<file path="src/design/cdn_pkg.sv">
// Shared types and helpers for the calendar date normalizer.
// Holds the payload structs and the month offset table; no dependencies.
`timescale 1ns / 1ps

package cdn_pkg;

    // One denormal date as it enters the pipeline.
    typedef struct packed {
        logic        [13:0] year_in;
        logic signed [7:0]  month_in;
        logic signed [10:0] day_in;
        logic signed [24:0] time_seconds_in;
    } date_t;

    // Day number and seconds of day between the forward and inverse halves.
    typedef struct packed {
        logic [22:0] day_number;
        logic [16:0] seconds_of_day;
    } day_t;

    // One normalized result.
    typedef struct packed {
        logic [13:0] year_out;
        logic [3:0]  month_out;
        logic [4:0]  day_out;
        logic [16:0] seconds_of_day;
        logic [22:0] day_number;
    } norm_t;

    // Days before a month in the March-based year: floor(30.6001 * k).
    function automatic logic [8:0] month_offset(input logic [3:0] k);
        logic [8:0] f;
        case (k)
            4'd0:    f = 9'd0;
            4'd1:    f = 9'd30;
            4'd2:    f = 9'd61;
            4'd3:    f = 9'd91;
            4'd4:    f = 9'd122;
            4'd5:    f = 9'd153;
            4'd6:    f = 9'd183;
            4'd7:    f = 9'd214;
            4'd8:    f = 9'd244;
            4'd9:    f = 9'd275;
            4'd10:   f = 9'd306;
            4'd11:   f = 9'd336;
            4'd12:   f = 9'd367;
            4'd13:   f = 9'd397;
            4'd14:   f = 9'd428;
            4'd15:   f = 9'd459;
            default: f = 9'd0;
        endcase
        return f;
    endfunction

endpackage

</file>
<file path="src/design/cdn_if.sv">
// Stream interfaces for the calendar date normalizer: date input and result output.
// Each carries valid, ready and the payload fields; no dependencies.
`timescale 1ns / 1ps

interface cdn_date_if;
    logic               valid;
    logic               ready;
    logic        [13:0] year_in;
    logic signed [7:0]  month_in;
    logic signed [10:0] day_in;
    logic signed [24:0] time_seconds_in;

    modport source (output valid, output year_in, output month_in, output day_in,
                    output time_seconds_in, input ready);
    modport sink   (input valid, input year_in, input month_in, input day_in,
                    input time_seconds_in, output ready);
endinterface

interface cdn_norm_if;
    logic        valid;
    logic        ready;
    logic [13:0] year_out;
    logic [3:0]  month_out;
    logic [4:0]  day_out;
    logic [16:0] seconds_of_day;
    logic [22:0] day_number;

    modport source (output valid, output year_out, output month_out, output day_out,
                    output seconds_of_day, output day_number, input ready);
    modport sink   (input valid, input year_out, input month_out, input day_out,
                    input seconds_of_day, input day_number, output ready);
endinterface

</file>
<file path="src/design/cdn_forward.sv">
// Forward half: carries months into the year and builds the Julian day number.
// Four pipeline stages; uses cdn_pkg.
`timescale 1ns / 1ps

module cdn_forward (
    input  logic           clk,
    input  logic           rst_n,
    input  logic           up_valid,
    output logic           up_ready,
    input  cdn_pkg::date_t up_data,
    output logic           dn_valid,
    input  logic           dn_ready,
    output cdn_pkg::day_t  dn_data
);
    import cdn_pkg::*;

    localparam int unsigned STAGES = 4;

    localparam logic signed [9:0]  MONTH_BIAS  = 10'sd131;       // month - 1 + 11 * 12
    localparam logic        [8:0]  DIV12_MUL   = 9'd342;         // ceil(2^12 / 12)
    localparam logic signed [26:0] SEC_BIAS    = 27'sd16848000;  // 195 days of seconds
    localparam logic        [18:0] DIV675_MUL  = 19'd397683;     // ceil(2^28 / 675)
    localparam logic        [18:0] DIV675      = 19'd675;
    localparam logic signed [9:0]  DAY_BIAS    = 10'sd195;
    localparam logic signed [15:0] YEAR_BIAS   = 16'sd11;
    localparam logic signed [15:0] GREG_YEAR   = 16'sd1582;
    localparam logic        [3:0]  GREG_MONTH  = 4'd10;
    localparam logic signed [10:0] GREG_DAY    = 11'sd15;
    localparam logic signed [16:0] EPOCH_YEARS = 17'sd4716;
    localparam logic        [25:0] DAYS_4Y     = 26'd1461;
    localparam logic signed [16:0] CENT_BIAS   = 17'sd100;
    localparam logic        [29:0] DIV100_MUL  = 30'd20972;      // ceil(2^21 / 100)
    localparam logic signed [24:0] JDN_BIAS    = 25'sd1524;

    // Handshake: a stage loads when it is empty or its successor moves on.
    logic [STAGES-1:0] vld_reg;
    logic [STAGES:0]   rdy;
    logic [STAGES-1:0] vin;

    always_comb
    begin
        rdy[STAGES] = dn_ready;
        for (int i = STAGES - 1; i >= 0; i--)
        begin
            rdy[i] = ~vld_reg[i] | rdy[i+1];
        end
        vin[0] = up_valid;
        for (int i = 1; i < STAGES; i++)
        begin
            vin[i] = vld_reg[i-1];
        end
    end

    always_ff @(posedge clk or negedge rst_n)
    begin
        if (!rst_n)
        begin
            vld_reg <= '0;
        end
        else
        begin
            for (int i = 0; i < STAGES; i++)
            begin
                if (rdy[i])
                begin
                    vld_reg[i] <= vin[i];
                end
            end
        end
    end

    assign up_ready = rdy[0];
    assign dn_valid = vld_reg[STAGES-1];

    // Stage 1: reciprocal multiplies for the month carry and the day split.
    logic signed [9:0]  month_sum;
    logic        [8:0]  t_next;
    logic        [17:0] q12_prod;
    logic        [4:0]  q12_next;
    logic signed [26:0] sec_sum;
    logic        [18:0] v_next;
    logic        [6:0]  sub_next;
    logic        [37:0] qd_prod;
    logic        [8:0]  qd_next;

    always_comb
    begin
        month_sum = 10'(up_data.month_in) + MONTH_BIAS;
        t_next    = month_sum[8:0];
        q12_prod  = 18'(t_next) * 18'(DIV12_MUL);
        q12_next  = q12_prod[16:12];
        sec_sum   = 27'(up_data.time_seconds_in) + SEC_BIAS;
        v_next    = sec_sum[25:7];
        sub_next  = sec_sum[6:0];
        qd_prod   = 38'(v_next) * 38'(DIV675_MUL);
        qd_next   = qd_prod[36:28];
    end

    logic        [13:0] year1_reg;
    logic        [8:0]  t1_reg;
    logic        [4:0]  q12_reg;
    logic signed [10:0] day1_reg;
    logic        [18:0] v_reg;
    logic        [6:0]  sub1_reg;
    logic        [8:0]  qd_reg;

    // Stage 2: month and year after the carry, calendar choice, seconds remainder.
    logic        [8:0]  mul12;
    logic        [8:0]  rdiff;
    logic        [3:0]  month;
    logic signed [15:0] year_c;
    logic               greg_next;
    logic signed [15:0] yy_next;
    logic        [3:0]  mm_next;
    logic        [18:0] qd_mul;
    logic        [18:0] rem_diff;
    logic        [9:0]  rem_next;
    logic signed [9:0]  off_wide;
    logic signed [8:0]  off_next;

    always_comb
    begin
        mul12  = 9'({q12_reg, 3'b000}) + 9'({q12_reg, 2'b00});
        rdiff  = t1_reg - mul12;
        month  = rdiff[3:0] + 4'd1;
        year_c = $signed({2'b00, year1_reg}) + $signed({11'd0, q12_reg}) - YEAR_BIAS;

        greg_next = (year_c > GREG_YEAR) ||
                    ((year_c == GREG_YEAR) &&
                     ((month > GREG_MONTH) || ((month == GREG_MONTH) && (day1_reg >= GREG_DAY))));

        // January and February count as months 13 and 14 of the previous year.
        if (month <= 4'd2)
        begin
            mm_next = month + 4'd12;
            yy_next = year_c - 16'sd1;
        end
        else
        begin
            mm_next = month;
            yy_next = year_c;
        end

        qd_mul   = 19'(qd_reg) * DIV675;
        rem_diff = v_reg - qd_mul;
        rem_next = rem_diff[9:0];
        off_wide = $signed({1'b0, qd_reg}) - DAY_BIAS;
        off_next = off_wide[8:0];
    end

    logic signed [15:0] yy_reg;
    logic        [3:0]  mm2_reg;
    logic signed [10:0] day2_reg;
    logic               greg2_reg;
    logic        [9:0]  rem_reg;
    logic        [6:0]  sub2_reg;
    logic signed [8:0]  off2_reg;

    // Stage 3: days of the full four-year cycles and the century number.
    logic signed [16:0] w_sum;
    logic        [25:0] p_prod;
    logic        [22:0] quart_next;
    logic signed [16:0] c_sum;
    logic        [29:0] c_prod;
    logic        [7:0]  cq_next;
    logic        [16:0] sod_next;

    always_comb
    begin
        w_sum      = 17'(yy_reg) + EPOCH_YEARS;
        p_prod     = 26'(w_sum[14:0]) * DAYS_4Y;
        quart_next = p_prod[24:2];
        c_sum      = 17'(yy_reg) + CENT_BIAS;
        c_prod     = 30'(c_sum[14:0]) * DIV100_MUL;
        cq_next    = c_prod[28:21];
        sod_next   = {rem_reg, sub2_reg};
    end

    logic        [22:0] quart_reg;
    logic        [7:0]  cq_reg;
    logic        [3:0]  mm3_reg;
    logic signed [10:0] day3_reg;
    logic               greg3_reg;
    logic signed [8:0]  off3_reg;
    logic        [16:0] sod3_reg;

    // Stage 4: sum of all day contributions.
    logic signed [8:0]  cen;
    logic signed [9:0]  corr;
    logic signed [24:0] jdn;
    day_t               day_next;

    always_comb
    begin
        cen = $signed({1'b0, cq_reg}) - 9'sd1;
        if (greg3_reg)
        begin
            corr = 10'sd2 - 10'(cen) + 10'(cen >>> 2);
        end
        else
        begin
            corr = 10'sd0;
        end
        jdn = $signed({2'b00, quart_reg})
            + $signed({16'd0, month_offset(mm3_reg + 4'd1)})
            + 25'(day3_reg) + 25'(corr) - JDN_BIAS + 25'(off3_reg);
        day_next.day_number     = jdn[22:0];
        day_next.seconds_of_day = sod3_reg;
    end

    day_t day_reg;

    always_ff @(posedge clk)
    begin
        if (rdy[0])
        begin
            year1_reg <= up_data.year_in;
            t1_reg    <= t_next;
            q12_reg   <= q12_next;
            day1_reg  <= up_data.day_in;
            v_reg     <= v_next;
            sub1_reg  <= sub_next;
            qd_reg    <= qd_next;
        end
        if (rdy[1])
        begin
            yy_reg    <= yy_next;
            mm2_reg   <= mm_next;
            day2_reg  <= day1_reg;
            greg2_reg <= greg_next;
            rem_reg   <= rem_next;
            sub2_reg  <= sub1_reg;
            off2_reg  <= off_next;
        end
        if (rdy[2])
        begin
            quart_reg <= quart_next;
            cq_reg    <= cq_next;
            mm3_reg   <= mm2_reg;
            day3_reg  <= day2_reg;
            greg3_reg <= greg2_reg;
            off3_reg  <= off2_reg;
            sod3_reg  <= sod_next;
        end
        if (rdy[3])
        begin
            day_reg <= day_next;
        end
    end

    assign dn_data = day_reg;

endmodule

</file>
<file path="src/design/cdn_inverse.sv">
// Inverse half: turns a Julian day number back into year, month and day.
// Seven pipeline stages; uses cdn_pkg.
`timescale 1ns / 1ps

module cdn_inverse (
    input  logic           clk,
    input  logic           rst_n,
    input  logic           up_valid,
    output logic           up_ready,
    input  cdn_pkg::day_t  up_data,
    output logic           dn_valid,
    input  logic           dn_ready,
    output cdn_pkg::norm_t dn_data
);
    import cdn_pkg::*;

    localparam int unsigned STAGES = 7;

    localparam logic        [22:0] GREG_JDN    = 23'd2299161;
    localparam logic signed [26:0] ALPHA_BIAS  = 27'sd7468865;
    localparam logic        [7:0]  ALPHA_MUL   = 8'd229;        // floor(2^25 / 146097)
    localparam logic        [24:0] DAYS_400Y   = 25'd146097;
    localparam logic        [24:0] K_BIAS      = 25'd5607;      // 4 * 1524 - 489
    localparam logic        [14:0] DIV1461_MUL = 15'd22966;     // floor(2^25 / 1461)
    localparam logic        [24:0] DAYS_4Y     = 25'd1461;
    localparam logic        [11:0] R_BIAS      = 12'd492;
    localparam logic        [3:0]  FIRST_E     = 4'd4;
    localparam logic        [3:0]  WRAP_E      = 4'd14;
    localparam logic signed [15:0] EPOCH_LATE  = 16'sd4716;
    localparam logic signed [15:0] EPOCH_EARLY = 16'sd4715;

    logic [STAGES-1:0] vld_reg;
    logic [STAGES:0]   rdy;
    logic [STAGES-1:0] vin;

    always_comb
    begin
        rdy[STAGES] = dn_ready;
        for (int i = STAGES - 1; i >= 0; i--)
        begin
            rdy[i] = ~vld_reg[i] | rdy[i+1];
        end
        vin[0] = up_valid;
        for (int i = 1; i < STAGES; i++)
        begin
            vin[i] = vld_reg[i-1];
        end
    end

    always_ff @(posedge clk or negedge rst_n)
    begin
        if (!rst_n)
        begin
            vld_reg <= '0;
        end
        else
        begin
            for (int i = 0; i < STAGES; i++)
            begin
                if (rdy[i])
                begin
                    vld_reg[i] <= vin[i];
                end
            end
        end
    end

    assign up_ready = rdy[0];
    assign dn_valid = vld_reg[STAGES-1];

    // Stage 1: estimate of the Gregorian century count alpha.
    logic               greg_next;
    logic signed [26:0] x_sum;
    logic        [24:0] x_next;
    logic        [32:0] a_prod;
    logic        [7:0]  a0_next;

    always_comb
    begin
        greg_next = up_data.day_number >= GREG_JDN;
        x_sum     = $signed({2'b00, up_data.day_number, 2'b00}) - ALPHA_BIAS;
        x_next    = greg_next ? x_sum[24:0] : '0;
        a_prod    = 33'(x_next) * 33'(ALPHA_MUL);
        a0_next   = a_prod[32:25];
    end

    logic [22:0] z1_reg;
    logic [16:0] sod1_reg;
    logic        greg1_reg;
    logic [24:0] x_reg;
    logic [7:0]  a0_reg;

    // Stage 2: remainder of the estimate.
    logic [24:0] a_mul;
    logic [24:0] rx_diff;
    logic [18:0] rx_next;

    always_comb
    begin
        a_mul   = 25'(a0_reg) * DAYS_400Y;
        rx_diff = x_reg - a_mul;
        rx_next = rx_diff[18:0];
    end

    logic [22:0] z2_reg;
    logic [16:0] sod2_reg;
    logic        greg2_reg;
    logic [7:0]  a0b_reg;
    logic [18:0] rx_reg;

    // Stage 3: corrected alpha, Julian-calendar day count and the year numerator.
    logic [7:0]  alpha;
    logic [22:0] a_day;
    logic [24:0] k_next;

    always_comb
    begin
        alpha = a0b_reg + 8'(rx_reg >= DAYS_400Y[18:0]);
        if (greg2_reg)
        begin
            a_day = z2_reg + 23'd1 + 23'(alpha) - 23'(alpha[7:2]);
        end
        else
        begin
            a_day = z2_reg;
        end
        k_next = {a_day, 2'b00} + K_BIAS;
    end

    logic [24:0] k_reg;
    logic [22:0] z3_reg;
    logic [16:0] sod3_reg;

    // Stage 4: estimate of the year count.
    logic [39:0] c_prod;
    logic [14:0] c0_next;

    always_comb
    begin
        c_prod  = 40'(k_reg) * 40'(DIV1461_MUL);
        c0_next = c_prod[39:25];
    end

    logic [24:0] k4_reg;
    logic [14:0] c0_reg;
    logic [22:0] z4_reg;
    logic [16:0] sod4_reg;

    // Stage 5: remainder of the year estimate.
    logic [24:0] c_mul;
    logic [24:0] rk_diff;
    logic [11:0] rk_next;

    always_comb
    begin
        c_mul   = 25'(c0_reg) * DAYS_4Y;
        rk_diff = k4_reg - c_mul;
        rk_next = rk_diff[11:0];
    end

    logic [14:0] c05_reg;
    logic [11:0] rk_reg;
    logic [22:0] z5_reg;
    logic [16:0] sod5_reg;

    // Stage 6: final year count and day within the March-based year.
    logic        wrap;
    logic [14:0] c_next;
    logic [11:0] s_val;
    logic [11:0] r_sum;
    logic [8:0]  r_next;

    always_comb
    begin
        wrap   = rk_reg >= DAYS_4Y[11:0];
        c_next = c05_reg + 15'(wrap);
        s_val  = wrap ? (rk_reg - DAYS_4Y[11:0]) : rk_reg;
        r_sum  = 12'(s_val[10:0]) + R_BIAS;
        r_next = r_sum[10:2];
    end

    logic [14:0] c_reg;
    logic [8:0]  r_reg;
    logic [22:0] z6_reg;
    logic [16:0] sod6_reg;

    // Stage 7: month search over the offset table, then day, month and year.
    logic [3:0]         e_val;
    logic [8:0]         day_wide;
    logic [3:0]         mon;
    logic signed [15:0] yr_wide;
    norm_t              out_next;

    always_comb
    begin
        e_val = FIRST_E;
        for (int k = 5; k < 16; k++)
        begin
            if (r_reg > month_offset(4'(k)))
            begin
                e_val = 4'(k);
            end
        end
        day_wide = r_reg - month_offset(e_val);
        mon      = (e_val < WRAP_E) ? (e_val - 4'd1) : (e_val - 4'd13);
        yr_wide  = $signed({1'b0, c_reg}) - ((mon > 4'd2) ? EPOCH_LATE : EPOCH_EARLY);

        out_next.year_out       = yr_wide[13:0];
        out_next.month_out      = mon;
        out_next.day_out        = day_wide[4:0];
        out_next.seconds_of_day = sod6_reg;
        out_next.day_number     = z6_reg;
    end

    norm_t out_reg;

    always_ff @(posedge clk)
    begin
        if (rdy[0])
        begin
            z1_reg    <= up_data.day_number;
            sod1_reg  <= up_data.seconds_of_day;
            greg1_reg <= greg_next;
            x_reg     <= x_next;
            a0_reg    <= a0_next;
        end
        if (rdy[1])
        begin
            z2_reg    <= z1_reg;
            sod2_reg  <= sod1_reg;
            greg2_reg <= greg1_reg;
            a0b_reg   <= a0_reg;
            rx_reg    <= rx_next;
        end
        if (rdy[2])
        begin
            k_reg    <= k_next;
            z3_reg   <= z2_reg;
            sod3_reg <= sod2_reg;
        end
        if (rdy[3])
        begin
            k4_reg   <= k_reg;
            c0_reg   <= c0_next;
            z4_reg   <= z3_reg;
            sod4_reg <= sod3_reg;
        end
        if (rdy[4])
        begin
            c05_reg  <= c0_reg;
            rk_reg   <= rk_next;
            z5_reg   <= z4_reg;
            sod5_reg <= sod4_reg;
        end
        if (rdy[5])
        begin
            c_reg    <= c_next;
            r_reg    <= r_next;
            z6_reg   <= z5_reg;
            sod6_reg <= sod5_reg;
        end
        if (rdy[6])
        begin
            out_reg <= out_next;
        end
    end

    assign dn_data = out_reg;

endmodule

</file>
<file path="src/design/calendar_date_normalizer.sv">
// Top level of the calendar date normalizer: input register, forward and inverse halves.
// Depends on cdn_pkg, cdn_if, cdn_forward and cdn_inverse.
//
// The block takes a possibly denormal date (year, month, day and a signed seconds
// offset, any of which may overflow or go negative) and returns the same instant as a
// normal date: year, month 1..12, day 1..31, seconds of day 0..86399, and the
// chronological Julian day number. Excess months are carried into the year first;
// dates before 1582-10-15 (judged on the carried year and month and the raw day) are
// read in the Julian calendar, later ones get the full Gregorian century correction.
// Negative seconds reach back into earlier days. A year outside 0..16383 comes out as
// the low 14 bits of its two's complement. The block accepts one transaction per
// clock cycle while the output side is ready; each passes one input register, four
// stages for the forward conversion and seven for the inverse. The depth is set by
// the constant divisions, done as reciprocal multiplies, most of them followed in a
// later stage by a remainder step. When the output stalls, empty stages still take
// new transactions until the pipeline is full; the ready path runs combinationally
// from the output ready through every stage.
`timescale 1ns / 1ps

module calendar_date_normalizer (
    input  logic        clk,
    input  logic        rst_n,
    cdn_date_if.sink    date_ch,
    cdn_norm_if.source  norm_ch
);
    import cdn_pkg::*;

    // Input register stage, so the forward multipliers start from a clean flop.
    logic  in_vld_reg;
    date_t date_reg;
    date_t date_next;
    logic  fwd_ready;
    logic  in_ready;

    assign in_ready      = ~in_vld_reg | fwd_ready;
    assign date_ch.ready = in_ready;

    always_comb
    begin
        date_next.year_in         = date_ch.year_in;
        date_next.month_in        = date_ch.month_in;
        date_next.day_in          = date_ch.day_in;
        date_next.time_seconds_in = date_ch.time_seconds_in;
    end

    always_ff @(posedge clk or negedge rst_n)
    begin
        if (!rst_n)
        begin
            in_vld_reg <= 1'b0;
        end
        else if (in_ready)
        begin
            in_vld_reg <= date_ch.valid;
        end
    end

    always_ff @(posedge clk)
    begin
        if (in_ready)
        begin
            date_reg <= date_next;
        end
    end

    // Forward conversion: date to day number and seconds of day.
    logic  mid_valid;
    logic  mid_ready;
    day_t  mid_data;

    cdn_forward u_forward (
        .clk      (clk),
        .rst_n    (rst_n),
        .up_valid (in_vld_reg),
        .up_ready (fwd_ready),
        .up_data  (date_reg),
        .dn_valid (mid_valid),
        .dn_ready (mid_ready),
        .dn_data  (mid_data)
    );

    // Inverse conversion: day number back to year, month and day.
    norm_t norm_data;
    logic  norm_valid;

    cdn_inverse u_inverse (
        .clk      (clk),
        .rst_n    (rst_n),
        .up_valid (mid_valid),
        .up_ready (mid_ready),
        .up_data  (mid_data),
        .dn_valid (norm_valid),
        .dn_ready (norm_ch.ready),
        .dn_data  (norm_data)
    );

    assign norm_ch.valid          = norm_valid;
    assign norm_ch.year_out       = norm_data.year_out;
    assign norm_ch.month_out      = norm_data.month_out;
    assign norm_ch.day_out        = norm_data.day_out;
    assign norm_ch.seconds_of_day = norm_data.seconds_of_day;
    assign norm_ch.day_number     = norm_data.day_number;

endmodule

</file>
<file path="src/flat_wrapper.sv">
// flat-port wrapper written by rule: the top's interface ports become plain ports
module calendar_date_normalizer_flat import cdn_pkg::*;
  (clk, rst_n, date_ch_valid, date_ch_year_in, date_ch_month_in, date_ch_day_in, date_ch_time_seconds_in, date_ch_ready, norm_ch_valid, norm_ch_year_out, norm_ch_month_out, norm_ch_day_out, norm_ch_seconds_of_day, norm_ch_day_number, norm_ch_ready);
  cdn_date_if date_ch_i ();
  cdn_norm_if norm_ch_i ();
  input  logic clk;
  input  logic rst_n;
  input wire logic [$bits(date_ch_i.valid)-1:0] date_ch_valid;
  input wire logic [$bits(date_ch_i.year_in)-1:0] date_ch_year_in;
  input wire logic [$bits(date_ch_i.month_in)-1:0] date_ch_month_in;
  input wire logic [$bits(date_ch_i.day_in)-1:0] date_ch_day_in;
  input wire logic [$bits(date_ch_i.time_seconds_in)-1:0] date_ch_time_seconds_in;
  output wire logic [$bits(date_ch_i.ready)-1:0] date_ch_ready;
  output wire logic [$bits(norm_ch_i.valid)-1:0] norm_ch_valid;
  output wire logic [$bits(norm_ch_i.year_out)-1:0] norm_ch_year_out;
  output wire logic [$bits(norm_ch_i.month_out)-1:0] norm_ch_month_out;
  output wire logic [$bits(norm_ch_i.day_out)-1:0] norm_ch_day_out;
  output wire logic [$bits(norm_ch_i.seconds_of_day)-1:0] norm_ch_seconds_of_day;
  output wire logic [$bits(norm_ch_i.day_number)-1:0] norm_ch_day_number;
  input wire logic [$bits(norm_ch_i.ready)-1:0] norm_ch_ready;
  assign date_ch_i.valid = date_ch_valid;
  assign date_ch_i.year_in = date_ch_year_in;
  assign date_ch_i.month_in = date_ch_month_in;
  assign date_ch_i.day_in = date_ch_day_in;
  assign date_ch_i.time_seconds_in = date_ch_time_seconds_in;
  assign date_ch_ready = date_ch_i.ready;
  assign norm_ch_valid = norm_ch_i.valid;
  assign norm_ch_year_out = norm_ch_i.year_out;
  assign norm_ch_month_out = norm_ch_i.month_out;
  assign norm_ch_day_out = norm_ch_i.day_out;
  assign norm_ch_seconds_of_day = norm_ch_i.seconds_of_day;
  assign norm_ch_day_number = norm_ch_i.day_number;
  assign norm_ch_i.ready = norm_ch_ready;
  calendar_date_normalizer u_core (.clk(clk), .rst_n(rst_n), .date_ch(date_ch_i), .norm_ch(norm_ch_i));
endmodule
</file>
<file path="config.mk">
export PLATFORM = sky130hd
export DESIGN_NAME = calendar_date_normalizer_flat
export DESIGN_NICKNAME = d
export VERILOG_FILES = /design/src/design/cdn_pkg.sv /design/src/design/cdn_if.sv /design/src/design/cdn_forward.sv /design/src/design/cdn_inverse.sv /design/src/design/calendar_date_normalizer.sv /design/src/flat_wrapper.sv
export SDC_FILE = /design/constraint.sdc
export NUM_CORES = 2
export LEC_CHECK = 0
export BUFFER_PORTS_ARGS = -buffer_cell sky130_fd_sc_hd__buf_2
export CORE_UTILIZATION = 45
export CTS_BUF_LIST = sky130_fd_sc_hd__clkbuf_16
export DETAILED_ROUTE_END_ITERATION = 10
export MAX_ROUTING_LAYER = met4
export PLACE_DENSITY = 0.64
export SLEW_MARGIN = 20
export SYNTH_ARGS = -nofsm -noshare
export SYNTH_HDL_FRONTEND = slang
export SYNTH_SLANG_ARGS = --single-unit
</file>
<file path="constraint.sdc">
create_clock -name clk -period 9.94 [get_ports clk]
set_input_delay 0.497 -clock clk [delete_from_list [all_inputs] [get_ports clk]]
set_output_delay 0.497 -clock clk [all_outputs]
set_load 0.01 [all_outputs]
</file>
==> key figures <==
Layout
  – Utilization after layout: approximately half
  – Diode count: 0
  – Final instance area: 66600 µm²
  – Largest register FFs: 63
  – Commonest non-fill, non-tap cell in the layout: inv_1
  – Layout Nets: 6797
  – Layout area overhead: 10.7%
  – Most frequent cells in the layout: 1105 x inv_1, 907 x ha_1, 741 x edfxtp_1, 564 x fa_1, 246 x xnor2_1
  – Share of layout cells above drive strength 1: 6.64%

Route
  – DR vias: 34900
  – Met3 wire length: 3.03 mm
  – DR vias/cell: 4.93
  – Routed len/inst: between 15 and 20 µm
  – Met2 WL post-DR: between 50 and 60 mm
  – Top layer in use: met4
  – DRC: 0
  – WL met1: between 50 and 60 mm
  – First-iteration detailed-routing DRC count: 1574
  – ANT nets after route: 0
  – Total Wirelength: 114 mm
  – TritonRoute pass-1 iters: 7

Synth
  – Number of synthesized flops with an enable pin: between 700 and 800
  – Main synth FF type: edfxtp_1
  – Synthesized netlist cell count: 4998
  – Sequential share of the synthesized area: roughly 38%
  – Ys Warns: 0
  – Synth Register Bits: between 700 and 800
  – Cell Area, Synth: 60100 µm²
  – Mapped Nets: 6531
  – Async S/R FF share, synth: roughly 1.6%
  – Synth cell types: 96
  – Avg Inst Size Synth: around 12 µm²

Die
  – Placeable Area: about 130000 µm²
  – Initial Util: a little under half
  – Die Y: 368 µm
  – Die area: between 100000 and 150000 µm²
  – Row count: roughly 130
  – Die X: 368 µm
  – I/O Pins: 127

Clocking
  – Reg clk slew, reported paths: ~0.06 ns
  – Post-CTS Setup Bufs: 0
  – Clock H-tree levels: 3
  – Root buffer cell: clkbuf_16
  – Clock buffer count from CTS: 83
  – Clk_lat worst skew: about 0.67 ns
  – CTS Sinks: between 700 and 800
  – Bufs on Longest Clock Path: 3
  – CTS tree: yes

Run status
  – Status: finished clean

STA
  – Hold violation total from the final report: 0
  – Clock Skews: 0.0362 ns
  – Final setup viols: 0
  – RSZ-0062 raised after global routing: false
  – Worst slew margin: 30.2%
  – Fin crit share: 79.9%
  – Final setup TNS: 0 ns
  – Fin. max-slew vios: 0
  – Max frequency: 0.126 GHz
  – Worst Tran Pin Value: 1.05 ns
  – Tmin final: 7.95 ns

Critical path
  – Slowest stage delay, CP: between 0.6 and 0.7 ns
  – Startpoint Class: flip-flop
  – Critical path type: flip-flop to flip-flop
  – Critical Path RT: 10.36 ns
  – CP Max Fanout: 5
  – Critical path data arrival time: about 8.4 ns
  – CP endpoint kind: flip-flop
  – Most common cell on crit path: inv_1
  – Slowest-stage cell, CP: xnor2_1

Global route
  – Number of global-route vias before repair: roughly 37000
  – Initial antenna violation count: 0
  – All-Layer GR Usage: between 10% and 20%
  – Pin count of the biggest net entering global routing: 70
  – Total gr overflow: 0
  – First-pass GRT wire length: 187 mm

Flow run
  – Max-cap check violation count: 0

Placement
  – Hpwl dp: 92.8 mm
  – GPL Wtd Cong: 0.907
  – Buffers on Ports: 126
  – Post-DP Area: 63100 µm²

Worst hold path
  – Worst hold path class: primary input to async pin
-- through the flow --
| step | instances | hold WS [ns] | setup WS, ns |
|---|---|---|---|
| after global routing | 7083 | 0.221 | 1.61 |
| after floorplan | 4998 | 0.201 | 2.14 |
| after global placement | 6874 | 0.397 | 2.21 |
| after CTS | 7083 | 0.190 | 2.01 |
| final | 7083 | 0.240 | 1.99 |
| after detailed placement | 6874 | 0.404 | 2.05 |
-- path summary, 6_finish.rpt --
| kind | depth (start not counted) | from | slack [ns] | to |
|---|---|---|---|---|
| max | 30 | u_core.date_reg[8] | 1.99 | u_core.u_forward.qd_reg[8] |
| min | 2 | rst_n | 0.24 | u_core.u_inverse.vld_reg[4] |
| max reg2reg | 30 | u_core.date_reg[8] | 1.99 | u_core.u_forward.qd_reg[8] |
| min reg2reg | 0 | u_core.u_forward.dn_data[4] | 0.41 | u_core.u_inverse.sod1_reg[4] |
| max in group asynchronous | 2 | rst_n | 9.46 | u_core.in_vld_reg |
| min in group clk | 3 | norm_ch_ready | 0.29 | u_core.u_inverse.vld_reg[6] |
-- kinds of logic (layout without fill, tap and decap cells) --
| group | count (synthesis) | after routing | share of synthesized area [%] |
|---|---|---|---|
| compound gates | 558 | 558 | 6.19 |
| xor+xnor | 361 | 361 | 5.28 |
| fa+ha+maj | 1471 | 1471 | 37.7 |
| buf+inv | 1123 | 1453 | 7.02 |
| flops | 753 | 753 | 37.5 |
| mux | 16 | 16 | 0.275 |
| simple gates | 716 | 716 | 6.06 |
-- synthesized netlist by cell type, types with 8 or more instances --
| cell type | count | share of area (%) |
|---|---|---|
| a31oi_1 | 17 | 0.18 |
| o21a_1 | 37 | 0.46 |
| and2_1 | 24 | 0.25 |
| dfrtp_1 | 12 | 0.50 |
| nand2_1 | 143 | 0.89 |
| edfxtp_1 | 741 | 37 |
| or4_1 | 9 | 0.11 |
| nor4_1 | 9 | 0.094 |
| nor2b_1 | 30 | 0.31 |
| a2111oi_0 | 9 | 0.13 |
| nand4_1 | 24 | 0.25 |
| fa_1 | 564 | 19 |
| nand2b_1 | 44 | 0.46 |
| clkbuf_1 | 26 | 0.16 |
| inv_1 | 1094 | 6.8 |
| ha_1 | 907 | 19 |
| nand3_1 | 66 | 0.55 |
| o211ai_1 | 11 | 0.14 |
| and3_1 | 28 | 0.29 |
| nor3_1 | 60 | 0.50 |
| a21o_1 | 65 | 0.81 |
| a211oi_1 | 12 | 0.15 |
| or3_1 | 18 | 0.19 |
| a21oi_1 | 166 | 1.4 |
| nor3b_1 | 11 | 0.14 |
| o21bai_1 | 16 | 0.20 |
| xor2_1 | 114 | 1.7 |
| or2_2 | 19 | 0.20 |
| o31ai_1 | 11 | 0.14 |
| mux2i_1 | 12 | 0.20 |
| a31o_2 | 13 | 0.19 |
| xnor2_1 | 246 | 3.6 |
| o21ai_0 | 97 | 0.81 |
| o22ai_1 | 9 | 0.094 |
| nor2_1 | 192 | 1.2 |
| o2111ai_1 | 8 | 0.12 |
-- worst max-delay path, delay by kind of cell (launching register included) --
family          cells  cell delay [ns]
compound gates     10             2.13
xor+xnor            2             0.69
fa+ha+maj           8             3.04
buf+inv             5             0.54
flops               1             0.40
simple gates        5             0.86
-- final cells by class --
| cell class | instances | area, µm² |
|---|---|---|
| multi-input cells | 3122 | 33400 |
| clock buffers | 83 | 2080 |
| repair buffers | 210 | 1410 |
| fillers | 11500 | 65400 |
| clock inverters | 66 | 823 |
| flip-flops and latches | 753 | 22600 |
| well taps | 1755 | 2200 |
| inverters | 1094 | 4110 |
-- per-layer routing --
layer / global-route usage (%) / vias up
li1: - / 17300
met1: 22.0 / 17000
met2: 31.3 / 410
met3: 2.12 / 136
met4: 4.15 / 0
met5: - / -
-- timing repair --
action | CTS | global route
setup endpoints to repair | 0 | 0
endpoints found under the hold margin | 71 | 0
hold buffers | 60 | 0
resized for setup | 0 | 0
Power is not shown: default switching activity piles up to over one toggle a cycle in this logic, so the estimate is an artifact.
